File: src/design/obrq_pkg.sv
// ----------------------------------------------------------------------------
// obrq_pkg: shared types and constants of the overwrite byte ring queue
// Holds the ring geometry, the operation codes and the structs that pass
// between the pointer unit and the top level.
// ----------------------------------------------------------------------------
package obrq_pkg;

  // Ring geometry
  localparam int DEPTH   = 1024;
  localparam int IDX_W   = $clog2(DEPTH);
  localparam int BYTE_W  = 8;
  localparam int OP_W    = 2;
  localparam int DEL_W   = 10;
  localparam int FILL_W  = 10;
  localparam int CMP_W   = (IDX_W > DEL_W) ? IDX_W : DEL_W;

  // Stream payload widths (fields packed from bit 0, padded to bytes)
  localparam int IN_DATA_W  = 24;
  localparam int OUT_DATA_W = 24;

  typedef logic [OP_W-1:0]   op_t;
  typedef logic [IDX_W-1:0]  idx_t;
  typedef logic [BYTE_W-1:0] byte_t;

  // Operation codes
  localparam op_t OP_APPEND    = 2'd0;
  localparam op_t OP_OVERWRITE = 2'd1;
  localparam op_t OP_PEEK      = 2'd2;
  localparam op_t OP_DELETE    = 2'd3;

  // Memory request issued by the pointer unit for one transfer
  typedef struct packed {
    logic  wr_en;
    idx_t  wr_addr;
    byte_t wr_data;
    logic  rd_en;
    idx_t  rd_addr;
  } mem_req_t;

  // Status of the queue after one operation
  typedef struct packed {
    idx_t cnt;
    logic drop;
  } step_info_t;

endpackage

File: src/design/obrq_ctrl.sv
// ----------------------------------------------------------------------------
// obrq_ctrl: head, tail and count registers of the ring
// Applies one operation per accepted transfer, issues the memory write for
// append and overwrite, and issues the read of the new head byte.
// ----------------------------------------------------------------------------
module obrq_ctrl (
  input  logic                 clk,
  input  logic                 rst_n,
  input  logic                 accept,
  input  obrq_pkg::op_t        op,
  input  obrq_pkg::byte_t      data_byte,
  input  logic [obrq_pkg::DEL_W-1:0] delete_count,
  output obrq_pkg::mem_req_t   req,
  output obrq_pkg::step_info_t info
);
  import obrq_pkg::*;

  idx_t head_r, head_nxt;
  idx_t tail_r, tail_nxt;
  idx_t cnt_r, cnt_nxt;
  logic drop;

  logic [CMP_W-1:0] amount_ext;
  logic [CMP_W-1:0] cnt_ext;
  idx_t             step;
  logic [IDX_W:0]   pos;
  idx_t             tail_adv;
  idx_t             head_adv;

  // Pointer arithmetic
  always_comb begin
    amount_ext = CMP_W'(delete_count);
    cnt_ext    = CMP_W'(cnt_r);
    step       = (amount_ext > cnt_ext) ? cnt_r : IDX_W'(amount_ext);
    pos        = {1'b0, head_r} + {1'b0, step};
    if (pos >= (IDX_W+1)'(DEPTH)) begin
      pos = pos - (IDX_W+1)'(DEPTH);
    end
    tail_adv = (tail_r == IDX_W'(DEPTH-1)) ? '0 : tail_r + 1'b1;
    head_adv = (head_r == IDX_W'(DEPTH-1)) ? '0 : head_r + 1'b1;
  end

  // Next state per operation
  always_comb begin
    head_nxt    = head_r;
    tail_nxt    = tail_r;
    cnt_nxt     = cnt_r;
    drop        = 1'b0;
    req.wr_en   = 1'b0;
    req.wr_addr = head_r;
    req.wr_data = data_byte;
    case (op)
      OP_APPEND: begin
        req.wr_en   = accept;
        req.wr_addr = tail_r;
        tail_nxt    = tail_adv;
        if (tail_adv == head_r) begin
          head_nxt = head_adv;
          drop     = 1'b1;
        end else begin
          cnt_nxt = cnt_r + 1'b1;
        end
      end
      OP_OVERWRITE: begin
        req.wr_en = accept;
      end
      OP_DELETE: begin
        if (cnt_r != '0) begin
          head_nxt = IDX_W'(pos);
          cnt_nxt  = cnt_r - step;
        end
      end
      default: begin
      end
    endcase
    req.rd_en   = accept;
    req.rd_addr = head_nxt;
    info.cnt    = cnt_nxt;
    info.drop   = drop;
  end

  // State registers
  always_ff @(posedge clk) begin
    if (!rst_n) begin
      head_r <= '0;
      tail_r <= '0;
      cnt_r  <= '0;
    end else if (accept) begin
      head_r <= head_nxt;
      tail_r <= tail_nxt;
      cnt_r  <= cnt_nxt;
    end
  end

endmodule

File: config.mk
export PLATFORM = sky130hd
export DESIGN_NAME = obrq_ctrl
export DESIGN_NICKNAME = d
export VERILOG_FILES = /design/src/design/obrq_pkg.sv /design/src/design/obrq_ctrl.sv
export SDC_FILE = /design/constraint.sdc
export NUM_CORES = 1
export LEC_CHECK = 0
export BUFFER_PORTS_ARGS = -buffer_cell sky130_fd_sc_hd__buf_2
export CAP_MARGIN = 20
export CELL_PAD_IN_SITES_DETAIL_PLACEMENT = 2
export CELL_PAD_IN_SITES_GLOBAL_PLACEMENT = 2
export CORE_MARGIN = 2
export CORE_UTILIZATION = 30
export DETAILED_ROUTE_END_ITERATION = 16
export PLACE_DENSITY = 0.74
export SYNTH_ARGS = -nofsm -noshare
export SYNTH_HDL_FRONTEND = slang
export SYNTH_SLANG_ARGS = --single-unit
File: constraint.sdc
create_clock -name clk -period 4.15 [get_ports clk]
set_input_delay 0.2075 -clock clk [delete_from_list [all_inputs] [get_ports clk]]
set_output_delay 0.2075 -clock clk [all_outputs]
set_load 0.05 [all_outputs]
* After elaboration in Yosys (flattened, before gate mapping)
Cells that the tools add are included.
Word-level totals: logic and storage cells 34, output and inout bits 41, register bits after elaboration 30
Cells by class: add/subtract/negate cells 6, mux-type cells 14, magnitude comparators 2, equality and inequality tests 5, reduce and logical (&&, ||, !) cells 4
Operator list (count):
- 10-bit 2-to-1 mux | 9
- 10-bit case mux with 2 select lines | 2
- 10-bit by 1-bit adder with 10-bit output (second input constant) | 3
- 10-bit == test (second input constant) | 2
- 10-bit by 10-bit adder with 11-bit output | 1
- 11-bit greater-or-equal comparator (second input constant) | 1
- 10-bit == test | 1
- 10-bit > comparator | 1
- 10-bit nonzero test | 1
- 10-bit by 1-bit subtractor with 10-bit output (second input constant) | 1
- 10-bit subtractor | 1
- 1-bit 2-to-1 mux | 3
- 2-bit by 1-bit == test with 1-bit output (second input constant) | 1
- 2-bit == test (second input constant) | 1
- 2-bit logical NOT | 1
- 2-bit AND reduction | 1
- 2-bit OR reduction | 1

* Logic depth before layout (Yosys ltp)
Gate-level depths: netlist of the first run.
depth in word-level cells 7, depth in mapped cells 21

* Worst setup path before layout of the first run
Ideal clock, no wire load.
kind register -> output, from register cnt_r[3] (netlist: cnt_ext[3]), to output port info[10] in the netlist's numbering, cell stages (with the launch flop) 20, buffers on the path 2, data arrival time 5.102 ns, required time 3.943 ns, setup slack -1.160 ns, cells stage by stage dfxtp_1 > clkbuf_1 > inv_1 > ha_1 > nand4_1 > a211oi_1 > a211oi_1 > nor2_1 > clkbuf_1 > mux2_2 > inv_1 > ha_1 > nor2b_1 > o2111ai_1 > nand3_1 > o41ai_1 > o21a_1 > xor2_1 > a21oi_1 > o21ai_0
RTL lines:
- from (decl) | RTL line obrq_ctrl.sv:20 | idx_t cnt_r, cnt_nxt;
- from (signal assigned) | RTL line obrq_ctrl.sv:91 | cnt_r <= cnt_nxt;
- to (decl) | RTL line obrq_ctrl.sv:14 | output obrq_pkg::step_info_t info

==> flow_summary.json, run 1 <==
{
  "tritoncts": "done",
  "via_per_inst": 6.06,
  "yosys_warnings": 0,
  "tns_ps": -2260,
  "antennaDiodeCount": 0,
  "grt_max_degree": 26,
  "yosysSeqAreaShare": 0.144,
  "synth_edf_count": 0,
  "synthFlopType": "dfxtp_1",
  "critPathCaptureType": "primary output",
  "drt_iter0_markers": 361,
  "route.vias.total": 4948,
  "firstDrtPassIters": 4,
  "crit_type": "flip-flop to primary output",
  "startpoint": "cnt_ext[7]",
  "r2r_end": "cnt_ext[9]",
  "grt_pass1_vias": 5357,
  "avgRoutedWirePerCell_microns": 26.0,
  "relSlewSlack": 0.434,
  "grt_pass1_wl_mm": 31.1,
  "synth_cells": 578,
  "violations": "setup timing",
  "initial_core_util": 0.304,
  "ant_nets": 0,
  "fin_crit_ps": 4510,
  "timing.reg2reg.setup_slack_ps": -310,
  "clk_latency_ps": 300,
  "synth_top_area_frac": 0.144,
  "ys_types": 80,
  "cts.path.max_buffers": 2,
  "ys_ff_latch": 30,
  "worstSetupStartpointType": "flip-flop",
  "core_area_sq_um": 13800,
  "drt-total-wl_mm": 21.2,
  "rsz0062_at_grt": "true",
  "routabilityCongestion": 0.927,
  "ys_async_sr_fraction": 0,
  "synth.area.top_cells": "dfxtp_1 14%, ha_1 10%, o21ai_0 6.2%",
  "r2r-start": "cnt_ext[7]",
  "worstRegToRegCells": 17,
  "nFillCells": 1622,
  "dp_slack_ps": -148,
  "hp-class": "primary input to flip-flop",
  "powerDensity_nw_per_um2": 250,
  "fin_nets": 695,
  "final_util": 0.398,
  "hold_viol": 0,
  "grt_usage": 0.274,
  "cp-endpoint": "info[10]",
  "cts-htree-levels": 2,
  "worstPathRequired_ps": 3940,
  "synth_fp_nets": 638,
  "io_buffers": 47,
  "fmax_mhz": 222,
  "finalCritPeriodShare": 1.09,
  "cts_root_buf": "clkbuf_16",
  "avgSynthCellArea_sq_um": 7.24,
  "fin_skew_ps": 8.03,
  "ios": 64,
  "grt-ovfl-total": 0,
  "num_rows": 43,
  "layout-drive-gt1-share": 0.344,
  "setup_viol": 10,
  "clkTransAtPathRegs_ps": 60,
  "drc": 0,
  "finalMaxSlewViolations": 0,
  "leakage_nw": 2.12,
  "outcome": "complete, but fails checks",
  "die_w_microns": 122,
  "worst_pin_slew_ps": 846,
  "syn2layout_area_growth_pct": 30.9,
  "die_h_microns": 122,
  "antenna_found_initial": 0,
  "cts_sinks": 30,
  "numCtsBuffers": 5,
  "dieArea_sq_um": 14900,
  "power_mw": 1.37,
  "finalWorstSetupSlack_ps": -364,
  "place_hpwl_mm": 13.8,
  "cp_max_fo": 6,
  "synth_area_leader_cell": "dfxtp_1",
  "mappedNetlistArea_sq_um": 4180,
  "ctsHoldBuffers": 0,
  "cap_violations": 0,
  "peakVddDrop_mv": 0.141,
  "crit_arrival_ps": 4310
}
==> placed cells by master (no fill, tap or decap), drive strengths merged, types with 5 or more instances in the layout <==
master and n:
buf 97, nand2 63, o21ai 57, nor2 43, a21oi 35, ha 35, inv 31, dfxtp 30
nand3 27, nor3 21, mux2 16, xor2 14, o211ai 13, xnor2 13, nand4 8, a31oi 8
and3 6, or3 6, o21a 6, clkbuf 6, nor2b 6, a211oi 6, o41ai 6, and2 5
and4 5
==> synth_stat cells, types with 3 or more instances <==
cell type and count:
nand2_1 63, o21ai_0 52, nor2_1 43, ha_1 35, a21oi_1 34, inv_1 31
dfxtp_1 30, clkbuf_1 26, nand3_1 26, nor3_1 20, mux2_2 16, xor2_1 14
o211ai_1 13, xnor2_1 12, buf_4 11, a31oi_1 8, nand4_1 8, a211oi_1 6
and3_1 6, buf_6 6, nor2b_1 6, o21a_1 6, or3_1 6, o21ai_1 5
a22oi_1 4, and2_1 4, and4_1 4, nand2b_1 4, o21bai_1 4, o221ai_1 4
o41ai_1 4, a32oi_1 3, buf_2 3, o31ai_1 3
==> layout make-up <==
type | instances | area, sq um | area share
Multi-Input combinational cell | 467 | 3650 | 0.667
Timing Repair Buffer | 98 | 692 | 0.126
Sequential cell | 30 | 612 | 0.112
Tap cell | 180 | 225 | 0.0411
Inverter | 33 | 131 | 0.0240
Clock buffer | 5 | 125 | 0.0228
Clock inverter | 3 | 40.0 | 0.00731
==> per-stage QoR <==
step | hold slack, ps | cells | instance area, sq um
2_1_floorplan | 302 | 578 | 4380
3_3_place_gp | 415 | 787 | 4740
3_5_place_dp | 415 | 787 | 4740
4_1_cts | 320 | 811 | 5280
5_1_grt | 304 | 816 | 5480
6_report | 301 | 816 | 5480
==> kinds of logic after synthesis <==
family / Yosys count / synth area share
buffers and inverters: 81 / 0.0951
DFF: 30 / 0.144
AOI/OAI and AO/OA: 177 / 0.287
and+or+nand+nor: 209 / 0.254
xor gates and xnor gates: 27 / 0.0610
muxes: 17 / 0.0455
adders and majority gates: 37 / 0.114
==> how the worst min path moves through the flow <==
stage               cells after the start   endpoint    startpoint  slack [ps]
floorplan                               1  head_r[0]        accept         300
global placement                        0    req[14]  data_byte[3]         420
detailed placement                      0    req[14]  data_byte[3]         420
CTS                                     2  head_r[0]        accept         320
global route                            2  head_r[0]        accept         300
finish                                  2  head_r[0]        accept         300
==> metal layers <==
| metal | global-route usage | up-vias | part of all wire |
|---|---|---|---|
| li1 | - | 2237 | - |
| met1 | 0.329 | 2519 | 0.41 |
| met2 | 0.488 | 145 | 0.51 |
| met3 | 0.0417 | 47 | 0.040 |
| met4 | 0.109 | 0 | 0.038 |
| met5 | 0 | - | 0 |
==> state kept, by name, indices dropped and copies added (netlist names) <==
signal,count
head_r,10
cnt_ext,10
tail_r,10
==> critical path: stages (launching register included) <==
cell and delay (ps):
dfxtp_2 340, inv_2 50, ha_4 270, nand4_1 190
a211oi_2 310, a211oi_2 110, nor2_4 210, buf_4 150
mux2_4 330, inv_4 100, ha_4 210, nor2b_4 120
o2111ai_2 190, nand3_2 180, o41ai_4 340, o21a_1 280
xor2_2 190, a21oi_2 90, o21ai_2 170, buf_6 180
==> power breakdown <==
group | internal [mW] | switching (mW)
clock network | 0.282 | 0.167
registers | 0.294 | 0.00944
logic | 0.229 | 0.389
==> timing repair <==
item | in CTS | in global routing
buffers inserted | 16 | 8
resized for setup | 58 | 36
pin swaps | 30 | 21
gates cloned | 0 | 0
setup endpoints to repair | 10 | 18
Power figures use the tool's default switching activity.
==> run 2, diff against run 1 <==
--- a/config.mk
+++ b/config.mk
@@ -5,7 +5,7 @@
 export SDC_FILE = /design/constraint.sdc
 export NUM_CORES = 1
 export LEC_CHECK = 0
-export BUFFER_PORTS_ARGS = -buffer_cell sky130_fd_sc_hd__buf_2
+export BUFFER_PORTS_ARGS = -buffer_cell sky130_fd_sc_hd__buf_4
 export CAP_MARGIN = 20
 export CELL_PAD_IN_SITES_DETAIL_PLACEMENT = 2
 export CELL_PAD_IN_SITES_GLOBAL_PLACEMENT = 2
==> run 2 against run 1 <==
The flow still finishes with violations (setup timing). Clock power decreased by 15%. Via count increased by 0.12%. Cell area increased by 3.0%. Final cell count increased by 1.1%. Die area unchanged. Wire length decreased by 1.7%. Global-route usage decreased by 0.44 points. Largest cell class unchanged. Largest power group unchanged.
==> flow_summary.json, run 2 (same netlist as run 1, synthesis figures left out) <==
{
  "relSlewSlack": 0.378,
  "fmax_mhz": 219,
  "outcome": "complete, but fails checks",
  "antenna_found_initial": 0,
  "clk_latency_ps": 300,
  "cts.path.max_buffers": 2,
  "die_w_microns": 122,
  "syn2layout_area_growth_pct": 34.9,
  "fin_crit_ps": 4570,
  "fin_nets": 705,
  "drc": 0,
  "core_area_sq_um": 13800,
  "tns_ps": -2540,
  "r2r-start": "cnt_ext[1]",
  "pwr-share-comb": 0.487,
  "cap_violations": 0,
  "min_to": "head_r[0]",
  "grt_pass1_wl_mm": 30.4,
  "powerDensity_nw_per_um2": 236,
  "fin_skew_ps": 8.24,
  "seqPwrFrac": 0.227,
  "path_cells": "inv_1 > ha_1 > nand2b_1 > a211oi_2 > a211oi_2 > nor2_4 > buf_6 > mux2_4 > inv_4 > ha_4 > nor2b_4 > o2111ai_2 > nand3_2 > o41ai_2 > buf_4 > xnor2_2 > a22oi_2 > o211ai_1 > buf_4",
  "cts_sinks": 30,
  "tritoncts": "done",
  "rsz0062_at_grt": "true",
  "ant_nets": 0,
  "dieArea_sq_um": 14900,
  "hold_viol": 0,
  "final_cell_mix": "94 x buf_4, 61 x nand2_1, 41 x nor2_1, 41 x o21ai_0, 28 x a21oi_1",
  "place_hpwl_mm": 14.2,
  "antennaDiodeCount": 0,
  "leakage_nw": 2.15,
  "layout-drive-gt1-share": 0.357,
  "via_per_inst": 6.00,
  "min_delay_path_depth": 2,
  "finalWorstSetupSlack_ps": -419,
  "violations": "setup timing",
  "cts-htree-levels": 2,
  "slowest_delay_ps": 340,
  "worstSetupStartpointType": "flip-flop",
  "grt-ovfl-total": 0,
  "critPathCaptureType": "primary output",
  "route.vias.total": 4954,
  "hp-class": "primary input to flip-flop",
  "drt-total-wl_mm": 20.8,
  "nFillCells": 1569,
  "timing.reg2reg.setup_slack_ps": -240,
  "power.switching_uw": 560,
  "initial_core_util": 0.304,
  "finalCritPeriodShare": 1.10,
  "numCtsBuffers": 5,
  "clockPowerShare": 0.285,
  "min_from": "accept",
  "crit_slowest_cell": "a211oi_2",
  "avgRoutedWirePerCell_microns": 25.3,
  "num_rows": 43,
  "crit_arrival_ps": 4360,
  "die_h_microns": 122,
  "grt_max_degree": 39,
  "p_int_uw": 773,
  "cp_max_fo": 4,
  "clkTransAtPathRegs_ps": 60,
  "finalMaxSlewViolations": 0,
  "worst_pin_slew_ps": 931,
  "firstDrtPassIters": 5,
  "setup_viol": 11,
  "ctsHoldBuffers": 0,
  "peakVddDrop_mv": 0.146,
  "worstRegToRegCells": 21,
  "switching_share": 0.420,
  "io_buffers": 47,
  "dp_slack_ps": -225,
  "worstPathRequired_ps": 3940,
  "grt_pass1_vias": 5362,
  "grt_usage": 0.270,
  "cts_root_buf": "clkbuf_16",
  "routabilityCongestion": 0.895,
  "ios": 64,
  "crit_type": "flip-flop to primary output",
  "final_common_cell": "buf_4",
  "r2r_end": "cnt_ext[9]",
  "drt_iter0_markers": 282
}
## run 2: cell types whose count changed in the layout (fill, tap and decap cells not counted), sizes merged
cell    delta
buf       +11
bufinv     -1
clkbuf     -1
## run 2: metal layers
| layer | vias up | track usage | share of wire |
|---|---|---|---|
| li1 | 2246 | - | - |
| met1 | 2508 | 0.318 | 0.41 |
| met2 | 156 | 0.484 | 0.51 |
| met3 | 44 | 0.0445 | 0.037 |
| met4 | 0 | 0.112 | 0.038 |
| met5 | - | 0 | 0 |
## run 2: metrics by stage
step	area [sq um]	total power, mW	std cells	util	hold slack [ps]
2_1_floorplan	4380	0.657	578	-	302
6_report	5640	1.33	825	0.410	204
3_5_place_dp	4930	0.812	797	0.358	415
4_1_cts	5390	1.25	817	0.392	192
3_3_place_gp	4930	0.786	797	0.358	415
5_1_grt	5640	1.39	825	0.410	211
## run 2: layout make-up
type                       instances  area (sq um)  area share
multi-input combinational        467          3670       0.651
clock inverter                     2          10.0     0.00177
inverter                          33           131      0.0233
sequential                        30           611       0.108
clock buffer                       5           125      0.0222
timing repair buffer             108           867       0.154
tap                              180           225      0.0399
## run 2: power by group through the flow
stage	clock [mW]	sequential, mW	combinational, mW
floorplan	0	0.305	0.352
global placement	0	0.308	0.478
detailed placement	0	0.308	0.504
CTS	0.387	0.303	0.564
global route	0.398	0.304	0.686
finish	0.381	0.303	0.650
## run 2: worst max path at each step
stage	cells past startpoint	end	from
4_1_cts	21	info[9]	cnt_ext[7]
5_1_grt	19	info[8]	cnt_ext[7]
3_5_place_dp	18	cnt_ext[9]	cnt_ext[6]
3_3_place_gp	18	cnt_ext[9]	cnt_ext[9]
2_1_floorplan	18	info[8]	cnt_ext[8]
6_report	19	info[8]	cnt_ext[1]
## run 2: what timing repair did
action                     4_1_cts  5_1_grt
setup buffers                   14        9
gates resized for setup         51       36
setup endpoints to repair       14       18
pin swaps                       33       24
## run 2: worst max-delay path: cells and delay by family (launching register included)
family | cells | cell delay, ps
XOR/XNOR | 1 | 130
adder cells (fa/ha/maj) | 2 | 510
AO/OA/AOI/OAI | 6 | 1440
AND/OR/NAND/NOR | 4 | 570
buffers and inverters | 5 | 740
multiplexers | 1 | 340
flip-flops | 1 | 330
==> run 3, diff against run 2 <==
--- a/config.mk
+++ b/config.mk
@@ -7,12 +7,12 @@
 export LEC_CHECK = 0
 export BUFFER_PORTS_ARGS = -buffer_cell sky130_fd_sc_hd__buf_4
 export CAP_MARGIN = 20
-export CELL_PAD_IN_SITES_DETAIL_PLACEMENT = 2
-export CELL_PAD_IN_SITES_GLOBAL_PLACEMENT = 2
+export CELL_PAD_IN_SITES_DETAIL_PLACEMENT = 1
+export CELL_PAD_IN_SITES_GLOBAL_PLACEMENT = 1
 export CORE_MARGIN = 2
-export CORE_UTILIZATION = 30
+export CORE_UTILIZATION = 37
 export DETAILED_ROUTE_END_ITERATION = 16
-export PLACE_DENSITY = 0.74
+export PLACE_DENSITY = 0.72
 export SYNTH_ARGS = -nofsm -noshare
 export SYNTH_HDL_FRONTEND = slang
 export SYNTH_SLANG_ARGS = --single-unit
==> run 3 against run 2 <==
The flow still finishes with violations (setup timing). Total power up 1.6%. Clock power up 19%. Critical path depth up 1. Sequential power about the same. Via count down 3.4%. Count of clock-buffer cells in the layout up 1. Highest routed layer unchanged.
==> flow_summary.json, run 3 (same netlist as run 1, synthesis figures left out) <==
{
  "crit_slowest_cell": "o41ai_4",
  "cts_sinks": 30,
  "critPathCaptureType": "primary output",
  "core_area_sq_um": 10900,
  "drt_iter0_markers": 228,
  "cts.path.max_buffers": 2,
  "outcome": "complete, but fails checks",
  "route.vias.total": 4787,
  "via_per_inst": 6.11,
  "finalWorstSetupSlack_ps": -322,
  "antenna_found_initial": 0,
  "syn2layout_area_growth_pct": 33.1,
  "final_common_cell": "buf_4",
  "ant_nets": 0,
  "leakage_nw": 2.12,
  "grt-ovfl-total": 0,
  "fmax_mhz": 224,
  "cts-htree-levels": 2,
  "finalMaxSlewViolations": 0,
  "fin_nets": 704,
  "drc": 0,
  "rsz0062_at_grt": "true",
  "clk_latency_ps": 290,
  "grt_usage": 0.274,
  "peakVddDrop_mv": 0.133,
  "dpl.cell_count": 739,
  "path_cells": "inv_4 > ha_4 > nand4_1 > a211oi_2 > a211oi_2 > nor2_4 > buf_6 > mux2_4 > buf_6 > inv_6 > ha_4 > nor2b_4 > o2111ai_2 > nand3_2 > o41ai_4 > o21a_2 > xor2_1 > a21oi_1 > o21ai_2 > buf_6",
  "num_rows": 38,
  "hp-class": "primary input to flip-flop",
  "crit_type": "flip-flop to primary output",
  "grt_pass1_vias": 4777,
  "antennaDiodeCount": 0,
  "crit_family": "compound AO/OA/AOI/OAI gates",
  "met1_usage": 0.367,
  "cpMostUsedCell": "buf_6",
  "avgRoutedWirePerCell_microns": 21.9,
  "grt_max_degree": 32,
  "hold_viol": 0,
  "cts_root_buf": "clkbuf_16",
  "use_met3": 0.0364,
  "worstPathRequired_ps": 3940,
  "final_cell_mix": "98 x buf_4, 61 x nand2_1, 41 x nor2_1, 40 x o21ai_0",
  "numCtsBuffers": 5,
  "fin_crit_ps": 4470,
  "crit_arrival_ps": 4260,
  "initial_core_util": 0.383,
  "setup_viol": 11,
  "violations": "setup timing",
  "tritoncts": "done",
  "cp_max_fo": 5,
  "slowest_delay_ps": 390,
  "worstSetupStartpointType": "flip-flop",
  "finalCritPeriodShare": 1.08,
  "use_met2": 0.453,
  "die_w_microns": 110,
  "power_mw": 1.36,
  "die_h_microns": 110,
  "routabilityCongestion": 0.893,
  "cap_violations": 0,
  "io_buffers": 47,
  "worst_pin_slew_ps": 856,
  "place_hpwl_mm": 11.3,
  "layout-drive-gt1-share": 0.356,
  "path_buf_inv": 5,
  "firstDrtPassIters": 5,
  "fin_skew_ps": 5.39,
  "ios": 64,
  "instances_no_fill": 784,
  "powerDensity_nw_per_um2": 243,
  "dieArea_sq_um": 12200,
  "relSlewSlack": 0.429,
  "busiest_layer": "met2",
  "clkTransAtPathRegs_ps": 60,
  "drt-total-wl_mm": 17.1,
  "grt_pass1_wl_mm": 25.6
}
## run 3: cell count changes in the layout (fill, tap and decap cells not counted), moves of 2 or more
cell	change
a21oi_2	+4
inv_2	-2
xnor2_2	-3
a21oi_1	-4
xnor2_1	+3
buf_6	-4
o21ai_1	-3
o21bai_2	-2
clkinv_2	-2
o21bai_1	+3
o21ai_2	+5
buf_4	+4
o41ai_2	-2
## run 3: timing repair
item	CTS	global route
resized for setup	56	27
setup endpoints to repair	10	15
pin swaps	35	40
setup buffers	19	20
hold buffers	0	0
## run 3: layout make-up
cell class | instances | area (sq um)
fill | 1360 | 5370
sequential | 30 | 612
multi-input combinational | 467 | 3640
timing repair buffer | 107 | 837
clock inverter | 1 | 30.0
tap | 140 | 175
clock buffer | 6 | 139
inverter | 33 | 136
## run 3: per-stage QoR
step	utilization	hold slack (ps)	setup TNS, ps	setup WS [ps]	instance area, sq um
3_3_place_gp	0.434	415	0	30.9	4750
2_1_floorplan	-	302	-72.0	-45.6	4380
4_1_cts	0.485	213	-644	-174	5300
3_5_place_dp	0.434	415	-391	-123	4750
5_1_grt	0.509	225	-3130	-415	5570
6_report	0.509	221	-1390	-322	5570
## run 3: worst paths after layout
kind                                  from  cells past startpoint  slack (ps)    endpoint
worst min-delay path                accept                      2         220   head_r[0]
worst min register to register  cnt_ext[6]                      2         530  cnt_ext[6]
worst max register to register  cnt_ext[9]                     21        -160  cnt_ext[9]
worst max-delay path            cnt_ext[9]                     20        -320    info[10]
## run 3: metal layers
metal,up-vias,part of all wire
met3,37,0.061
li1,2243,-
met2,158,0.47
met1,2349,0.44
met5,-,0
met4,0,0.025
## run 3: power by group
group,internal (mW),switching [mW]
registers,0.294,0.00903
logic,0.245,0.353
clock network,0.297,0.158
